--- src/sv/lft_pkg.sv ---
// shared types, constants and saturation helpers for the leg frame translation core
// no dependencies; used by lft_sine_lane, lft_merge and leg_frame_translation_core
`default_nettype none
package lft_pkg;

   // register indexes on the csr port
   localparam logic [1:0] REG_THIGH = 2'd0;
   localparam logic [1:0] REG_SHIN  = 2'd1;
   localparam logic [1:0] REG_FOOT  = 2'd2;

   localparam logic [13:0] THIGH_RESET = 14'd4000;
   localparam logic [13:0] SHIN_RESET  = 14'd4000;
   localparam logic [12:0] FOOT_RESET  = 13'd1000;

   // odd series coefficients of sin(pi/2 * z), Q30
   localparam logic [30:0] SIN_C1 = 31'd1686629713;
   localparam logic [29:0] SIN_C3 = 30'd693598668;
   localparam logic [26:0] SIN_C5 = 27'd85569306;
   localparam logic [22:0] SIN_C7 = 23'd5026995;

   // floor(2^36 / 1125), reciprocal for the quarter angle scaling
   localparam logic [25:0] RECIP_1125 = 26'd61083979;
   localparam logic [10:0] DIV_1125   = 11'd1125;
   localparam logic [25:0] ROUND_HALF = 26'd562;

   localparam logic signed [16:0] HIP_Y_OFFSET = -17'sd2400;
   localparam logic signed [23:0] POS_LIMIT    = 24'sd100000;
   localparam logic signed [23:0] SHIFT_MAX    = 24'sd2097151;
   localparam logic signed [23:0] SHIFT_MIN    = -24'sd2097152;

   // item fields that ride alongside the lanes
   typedef struct packed {
      logic               mode;
      logic               swing_right;
      logic signed [17:0] tip;
      logic signed [17:0] foothold;
      logic signed [17:0] obs_y;
      logic signed [17:0] obs_z;
   } side_type;

   function automatic logic signed [17:0] sat_pos(input logic signed [23:0] v);
      logic signed [23:0] c;
      c = v;
      if (v > POS_LIMIT) c = POS_LIMIT;
      else if (v < -POS_LIMIT) c = -POS_LIMIT;
      return c[17:0];
   endfunction

   function automatic logic signed [21:0] sat_shift(input logic signed [23:0] v);
      logic signed [23:0] c;
      c = v;
      if (v > SHIFT_MAX) c = SHIFT_MAX;
      else if (v < SHIFT_MIN) c = SHIFT_MIN;
      return c[21:0];
   endfunction

endpackage
`default_nettype wire

--- src/sv/lft_merge.sv ---
// merging stages: heel placement, swing heel frame, saturation and the latched y shift
// depends on lft_pkg for side_type and saturation helpers
`default_nettype none
module lft_merge (
   input  wire logic                  clock,
   input  wire logic                  reset,
   input  wire logic [2:0]            en,
   input  wire logic                  m2_valid,
   input  wire logic [7:0][14:0]      lane_proj,
   input  wire lft_pkg::side_type     side,
   input  wire logic [12:0]           foot_len,
   output logic signed [17:0]         foothold_out,
   output logic [14:0]                hip_height,
   output logic signed [17:0]         pivot_y,
   output logic signed [17:0]         obstacle_y_out,
   output logic signed [17:0]         obstacle_z_out,
   output logic                       swing_right
);

   lft_pkg::side_type side1_ff, side2_ff;
   logic signed [16:0] heel_l_ff, heel_r_ff, drop_l_ff, drop_r_ff;
   logic signed [18:0] center_ff;
   logic signed [19:0] d1_ff;
   logic signed [20:0] d2_ff;
   logic signed [17:0] pivot_ff;
   logic [14:0]        hh_ff;
   logic signed [21:0] shift_ff, shift_in;

   logic signed [16:0] heel_l, heel_r, drop_l, drop_r;
   logic signed [16:0] sw_y, sp_y, sw_d, sp_d;
   logic signed [19:0] d1;
   logic signed [20:0] d2;
   logic signed [17:0] hsum;
   logic [14:0]        hh;
   logic signed [23:0] fo_wide, sh_wide, oy_wide;

   always_comb begin
      heel_l = lft_pkg::HIP_Y_OFFSET + 17'($signed(lane_proj[0]))
               + 17'($signed(lane_proj[1]));
      drop_l = 17'($signed(lane_proj[2])) + 17'($signed(lane_proj[3]));
      heel_r = lft_pkg::HIP_Y_OFFSET + 17'($signed(lane_proj[4]))
               + 17'($signed(lane_proj[5]));
      drop_r = 17'($signed(lane_proj[6])) + 17'($signed(lane_proj[7]));
   end

   always_comb begin
      if (side1_ff.swing_right) begin
         sw_y = heel_r_ff; sw_d = drop_r_ff; sp_y = heel_l_ff; sp_d = drop_l_ff;
      end else begin
         sw_y = heel_l_ff; sw_d = drop_l_ff; sp_y = heel_r_ff; sp_d = drop_r_ff;
      end
      d1   = 20'(center_ff) - 20'(sp_y);
      d2   = 21'(d1) + 21'(sw_y);
      hsum = 18'(sw_d) + 18'(sp_d);
      // halve, negative sums read as zero height, large sums clamp to 32767
      if (hsum < 0) hh = 15'd0;
      else if (hsum[17:1] > 17'sd32767) hh = 15'd32767;
      else hh = hsum[15:1];
   end

   always_comb begin
      fo_wide  = 24'(side2_ff.foothold) - 24'(d2_ff);
      sh_wide  = 24'(d1_ff) + 24'(d2_ff);
      oy_wide  = 24'(side2_ff.obs_y) - 24'(shift_ff);
      shift_in = shift_ff;
      if (m2_valid && en[2] && !side2_ff.mode) shift_in = lft_pkg::sat_shift(sh_wide);
   end

   always_ff @(posedge clock) begin
      if (reset) begin
         shift_ff <= '0;
      end else begin
         shift_ff <= shift_in;
      end
   end

   always_ff @(posedge clock) begin
      if (en[0]) begin
         side1_ff  <= side;
         heel_l_ff <= heel_l;
         heel_r_ff <= heel_r;
         drop_l_ff <= drop_l;
         drop_r_ff <= drop_r;
         center_ff <= 19'(side.tip) - 19'($signed({1'b0, foot_len}));
      end
      if (en[1]) begin
         side2_ff <= side1_ff;
         d1_ff    <= d1;
         d2_ff    <= d2;
         pivot_ff <= lft_pkg::sat_pos(24'(sp_y) - 24'(sw_y));
         hh_ff    <= hh;
      end
      if (en[2]) begin
         if (side2_ff.mode) begin
            foothold_out   <= '0;
            hip_height     <= '0;
            pivot_y        <= '0;
            swing_right    <= 1'b0;
            obstacle_y_out <= lft_pkg::sat_pos(oy_wide);
            obstacle_z_out <= side2_ff.obs_z;
         end else begin
            foothold_out   <= lft_pkg::sat_pos(fo_wide);
            hip_height     <= hh_ff;
            pivot_y        <= pivot_ff;
            swing_right    <= side2_ff.swing_right;
            obstacle_y_out <= '0;
            obstacle_z_out <= '0;
         end
      end
   end

endmodule
`default_nettype wire

--- config.mk ---
export PLATFORM = sky130hd
export DESIGN_NAME = lft_merge
export DESIGN_NICKNAME = d
export VERILOG_FILES = /design/src/sv/lft_pkg.sv /design/src/sv/lft_merge.sv
export SDC_FILE = /design/constraint.sdc
export NUM_CORES = 1
export LEC_CHECK = 0
export BUFFER_PORTS_ARGS = -buffer_cell sky130_fd_sc_hd__buf_2
export CAP_MARGIN = 10
export CORE_UTILIZATION = 55
export CTS_CLUSTER_SIZE = 24
export DETAILED_ROUTE_END_ITERATION = 8
export GPL_TIMING_DRIVEN = 0
export PLACE_DENSITY = 0.86
export SETUP_SLACK_MARGIN = 0.2
export SYNTH_ARGS = -nofsm -noshare
export SYNTH_HDL_FRONTEND = slang
export SYNTH_SLANG_ARGS = --single-unit
export TNS_END_PERCENT = 5
--- constraint.sdc ---
create_clock -name clock -period 7.1 [get_ports clock]
set_clock_uncertainty 0.05 [all_clocks]
set_input_delay 0 -clock clock [delete_from_list [all_inputs] [get_ports clock]]
set_output_delay 0 -clock clock [all_outputs]
set_load 0.02 [all_outputs]
; ---- Word-level counts from Yosys, hierarchy flattened
; Cells that the tools add are included.
; W data, S select, Z words.
[totals]
latch_bits = 0
ramBits = 0
rom_bits = 0
ff_bits = 383
n_memories = 0
wordCells = 76
out_inout_bits = 88
[classes]
n_eq_ne = 0
n_reduce_logical = 8
n_bitwise = 1
n_mul = 0
n_shift = 0
addsub = 14
div_mod_pow = 0
n_mux = 12
order_cmp = 10
[op_table]
columns = cell, count
row1 = $mux W17, 6
row2 = $mux W18, 3
row3 = $mux W22, 2
row4 = $add A16 B15 Y17, 2
row5 = $add A13 B15 Y16 const A, 2
row6 = $add A15 B15 Y16, 2
row7 = $gt A23 B18 Y1 const B, 1
row8 = $lt A23 B18 Y1 const B, 1
row9 = $sub A18 B22 Y23, 1
row10 = $add A20 B21 Y22, 1
row11 = $gt A22 B18 Y1 const B, 1
row12 = $gt A22 B22 Y1 const B, 1
row13 = $lt A22 B18 Y1 const B, 1
row14 = $lt A22 B22 Y1 const B, 1
row15 = $sub A18 B21 Y22, 1
row16 = $add A20 B17 Y21, 1
row17 = $sub A19 B17 Y20, 1
row18 = $sub A18 B14 Y19, 1
row19 = $add A17 B17 Y18, 1
row20 = $gt A18 B18 Y1 const B, 1
row21 = $lt A18 B1 Y1 const B, 1
row22 = $lt A18 B18 Y1 const B, 1
row23 = $sub A17 B17 Y18, 1
row24 = $gt A17 B15 Y1 const B, 1
row25 = 6 further kinds, 10

; ---- Longest topological paths before layout
[depth]
ltp_word = 4
mapped_depth = 25
mapped_depth_nobuf = 23

; ---- Least setup slack after synthesis
; Ideal clock, no wire load.
[synth_path]
kind = register to register
from = register side1_ff[72] (netlist name)
to = register d2_ff[20], data pin
synth_period_minus_slack_ns = 5.464
setup_time_ns = 0.188
slack_ns = 1.636
path_stages_with_launch = 26
n_path_buf = 2
t_arrival_ns = 5.226
path_cell_list = edfxtp_1 > clkbuf_1 > buf_1 > mux2i_1 > inv_1 > ha_1 > inv_1 > fa_1 > a21o_1 > a21oi_1 > nor2b_1 > o21a_1 > o41ai_1 > o21ai_0 > o21a_1 > nor2_1 > xnor2_1 > ha_1 > a21o_1 > a21o_1 > a21oi_1 > o21ai_0 > a21oi_1 > o21ai_0 > o21a_1 > o41ai_1
[synth_between]
elab_chain_cells = 3
[synth_lines]
columns = item, line_no
row1 = from (decl), lft_merge.sv:20  ; lft_pkg::side_type side1_ff, side2_ff;
row2 = from (signal assigned), lft_merge.sv:79  ; side1_ff <= side;
row3 = $mux W17, lft_merge.sv:47  ; if (side1_ff.swing_right) begin
row4 = $sub A19 B17 Y20, lft_merge.sv:52  ; d1 = 20'(center_ff) - 20'(sp_y);
row5 = named net d1[12], lft_merge.sv:31  ; logic signed [19:0] d1;
row6 = $add A20 B17 Y21, lft_merge.sv:53  ; d2 = 21'(d1) + 21'(sw_y);
row7 = named net d2[20], lft_merge.sv:32  ; logic signed [20:0] d2;
row8 = to (signal assigned), lft_merge.sv:89  ; d2_ff <= d2;
row9 = to (decl), lft_merge.sv:24  ; logic signed [20:0] d2_ff;
; The timed path passes the listed nets, and every way through them passes these cells.
; A chain may end at the register's enable or synchronous reset.

; ---- Worst setup path in the final report
; Same ends and word-level chain as after synthesis.

==> results.json <==
{
  "reg2reg_to": "d2_ff[20]$_DFFE_PP_",
  "reg2reg_slack_ps": 890,
  "first_pass_iters": 8,
  "vias": 19000,
  "cp-start-kind": "flop",
  "max_cap_violations": 0,
  "post-route-period-util_pct": 87.5,
  "p_total_mw": 10.8,
  "wl_met3_mm": 3.33,
  "chipWidth_um": 210,
  "highest_layer": "met5",
  "insertion_delay_ps": 550,
  "min_path_cells": 4,
  "p_int_mw": 6.64,
  "overflow": 0,
  "drc": 0,
  "grt_pass1_wl_mm": 98.2,
  "power_density_nw_per_um2": 367,
  "drive_gt1_share_pct": 16.2,
  "boundaryPins": 301,
  "die_y_um": 210,
  "cts_setup_buffers": 0,
  "async_flop_share_pct": 0,
  "die-area_um2": 44000,
  "synth-seq-cells": 381,
  "r2r-start": "side1_ff[72]$_DFFE_PP_",
  "ys_seq_area_share_pct": 47.3,
  "muxShareOfSynthArea_pct": 3.14,
  "synth_xor_area_share_pct": 6.01,
  "cp_data_arrival_time_ps": 6500,
  "gp_congestion": 0.889,
  "ctsRootBufferMaster": "clkbuf_16",
  "ys_warn_count": 0,
  "clk_path_buf_depth": 3,
  "synth.avg_cell_area_um2": 10.9,
  "wl_met1_mm": 24.2,
  "synth_cell_type_count": 87,
  "core_um2": 42200,
  "r2r_cells": 25,
  "rsz0062_at_grt": "no",
  "fmax_mhz": 161,
  "numPortBuffers": 300,
  "power_frac_seq_pct": 30.9,
  "htree_levels": 2,
  "yosysTopAreaCellShare_pct": 45.4,
  "wl_met2_mm": 31.1,
  "areaGrowthSynthToFinish_pct": 24.1,
  "antenna_found_initial": 2,
  "ys.flop_type": "edfxtp_1",
  "clock-sinks": 381,
  "synth_area_leaders": "edfxtp_1 45%, ha_1 13%, xnor2_1 3.9%",
  "cts_buffers": 40,
  "hold_violations": 0,
  "worstHoldPathType": "input pin to flop",
  "start_util_pct": 56.2,
  "hold_path_end": "heel_l_ff[4]$_DFFE_PP_",
  "drt_iter0_markers": 1265,
  "slew_violations": 0,
  "period_needed_ps": 6210,
  "viasPerCell": 5.76,
  "antenna_left": 0,
  "num-nets-final": 3191,
  "p_leak_nw": 12.7,
  "synth_nets": 2638,
  "required_ps": 7390,
  "hpwlAfterDp_mm": 42.0,
  "grt_use_total_pct": 28.3,
  "wl_per_cell_um": 18.9,
  "setup_viol": 0,
  "min_from": "lane_proj[18]",
  "n_fill_cell": 2866,
  "switching_share_pct": 38.5,
  "synth-simple-area-share_pct": 11.2,
  "cp-end-kind": "flop",
  "synth-adder-area-share_pct": 13.6,
  "synth-compound-area-share_pct": 14.8,
  "tightest_slew_ps": 898,
  "clk_pin_slew_ps": 60,
  "synth_edf_count": 359,
  "yosysTopAreaCell": "edfxtp_1",
  "p_switching_mw": 4.16,
  "grt_start_max_net_pins": 107,
  "status": "finished, final reports clean",
  "wl_mm": 62.3,
  "syn-cell-area_um2": 23700,
  "synth_cells": 2175,
  "power.share.combinational_pct": 49.1,
  "pwr-share-clk_pct": 20.0,
  "rows": 75,
  "first_global_vias": 19400,
  "path_class": "flop to flop",
  "cts_tree": "built",
  "fin_tns_setup_ps": 0,
  "path_max_fanout": 10,
  "peakVddDrop_uv": 189,
  "synth_top_family_by_area": "compound AO/OA/AOI/OAI gates",
  "maxSlewHeadroom_pct": 40.1
}
==> repair_timing <==
| item | 4_1_cts | 5_1_grt |
|---|---|---|
| setup endpoints to repair | 0 | 4 |
| resized for setup | 0 | 4 |
| hold endpoints to repair | 220 | 0 |
| hold buffers | 208 | 0 |
==> metrics by stage <==
step,hold WS [ps],util (%),instances,worst slack [ps],area [um^2]
detailed placement,128,61.6,3017,445,26000
floorplan,22.8,-,2175,1640,23700
finish,23.1,69.8,3296,888,29500
CTS,6.64,69.7,3295,400,29400
global route,30.1,69.8,3295,333,29500
global placement,127,61.4,3014,763,25900
==> sequential cells by signal, indices dropped and copies added (netlist names), 16 cells and up <==
name / flops
obstacle_y_out: 18
d2_ff: 21
foothold_out: 18
heel_r_ff: 17
d1_ff: 20
heel_l_ff: 17
drop_r_ff: 16
side2_ff: 56
obstacle_z_out: 18
drop_l_ff: 16
center_ff: 19
shift_ff: 22
pivot_ff: 18
side1_ff: 56
pivot_y: 18
==> cells by family (layout without fill, tap and decap cells) <==
family | after synthesis | count (layout)
muxes | 70 | 70
DFF | 381 | 381
buffers and inverters | 249 | 830
adders and majority gates | 250 | 250
and+or+nand+nor | 527 | 527
other | 0 | 1
AOI/OAI and AO/OA | 535 | 535
xor gates and xnor gates | 163 | 163
==> cells in the final DEF (no fill, tap or decap), drive strengths merged, types with 12 or more instances in the layout <==
master	instances
mux2i	38
nand2b	26
xor2	56
and2	27
xnor2	107
a21o	55
ha	238
o21ai	91
nand3	36
nand2	125
or2	17
nor3	46
and3	20
o211ai	12
mux2	32
edfxtp	359
a211oi	20
dlygate4sd3	208
a21boi	13
inv	211
nor2b	56
fa	12
dfxtp	22
buf	313
nor2	120
a21oi	175
clkbuf	79
a31oi	16
clkinv	13
o21a	38
o21bai	23
==> per-layer routing <==
| metal | GRT usage [%] | vias to the layer above |
|---|---|---|
| met5 | 0 | - |
| met4 | 16.0 | 2 |
| met3 | 4.49 | 214 |
| met2 | 50.7 | 749 |
| met1 | 32.0 | 8936 |
| li1 | - | 9082 |
==> cell usage after synthesis (17+ instances only) <==
library cell,instances
xnor2_1,107
mux2i_1,38
nand2_1,124
a21o_1,54
nand2b_1,26
xor2_1,56
a211oi_1,17
nand3_1,36
a21oi_1,170
o21ai_0,84
ha_1,238
and3_1,20
o21a_1,38
inv_1,209
clkbuf_1,29
o21bai_1,23
dfxtp_1,22
nor2b_1,56
mux2_2,31
and2_1,27
nor3_1,43
nor2_1,120
edfxtp_1,359
==> worst max path at each step <==
stage,end,startpoint,cells after the start
floorplan,d2_ff[20]$_DFFE_PP_,side1_ff[72]$_DFFE_PP_,25
finish,d2_ff[20]$_DFFE_PP_,side1_ff[72]$_DFFE_PP_,25
global route,d2_ff[20]$_DFFE_PP_,side1_ff[72]$_DFFE_PP_,25
detailed placement,d2_ff[20]$_DFFE_PP_,side1_ff[72]$_DFFE_PP_,25
CTS,d2_ff[20]$_DFFE_PP_,side1_ff[72]$_DFFE_PP_,25
global placement,d2_ff[20]$_DFFE_PP_,side1_ff[72]$_DFFE_PP_,25
==> power groups by stage <==
stage / logic, mW / registers (mW) / clock network (mW)
after floorplan: 3.69 / 3.42 / 0
after global placement: 4.81 / 3.36 / 0
after detailed placement: 5.00 / 3.37 / 0
after CTS: 5.18 / 3.33 / 2.18
after global routing: 5.84 / 3.38 / 2.28
final: 5.30 / 3.34 / 2.16
==> area by class of cell <==
| class | count | area (um^2) | share of cell area, % |
|---|---|---|---|
| antenna | 1 | 2.50 | 0.00850 |
| tap | 539 | 674 | 2.29 |
| buffer | 40 | 170 | 0.578 |
| inverter | 209 | 785 | 2.66 |
| sequential | 381 | 11200 | 38.1 |
| clock inverter | 21 | 248 | 0.841 |
| multi-input combinational | 1545 | 11600 | 39.3 |
| clock buffer | 49 | 1100 | 3.73 |
| timing repair buffer | 511 | 3680 | 12.5 |
==> critical path, cell delays in order (launching register included) <==
cell,delay (ps)
edfxtp_1,340
clkbuf_1,440
clkbuf_2,420
mux2i_1,200
inv_1,90
ha_1,160
inv_1,60
fa_1,400
a21o_1,170
a21oi_1,230
nor2b_1,80
o21a_1,200
o41ai_2,380
o21ai_0,320
o21a_1,250
nor2_1,110
xnor2_1,170
ha_1,330
a21o_1,210
a21o_1,190
a21oi_1,180
o21ai_0,110
a21oi_1,250
o21ai_0,170
o21a_1,190
o41ai_1,280
(Power assumes the default switching activity.)
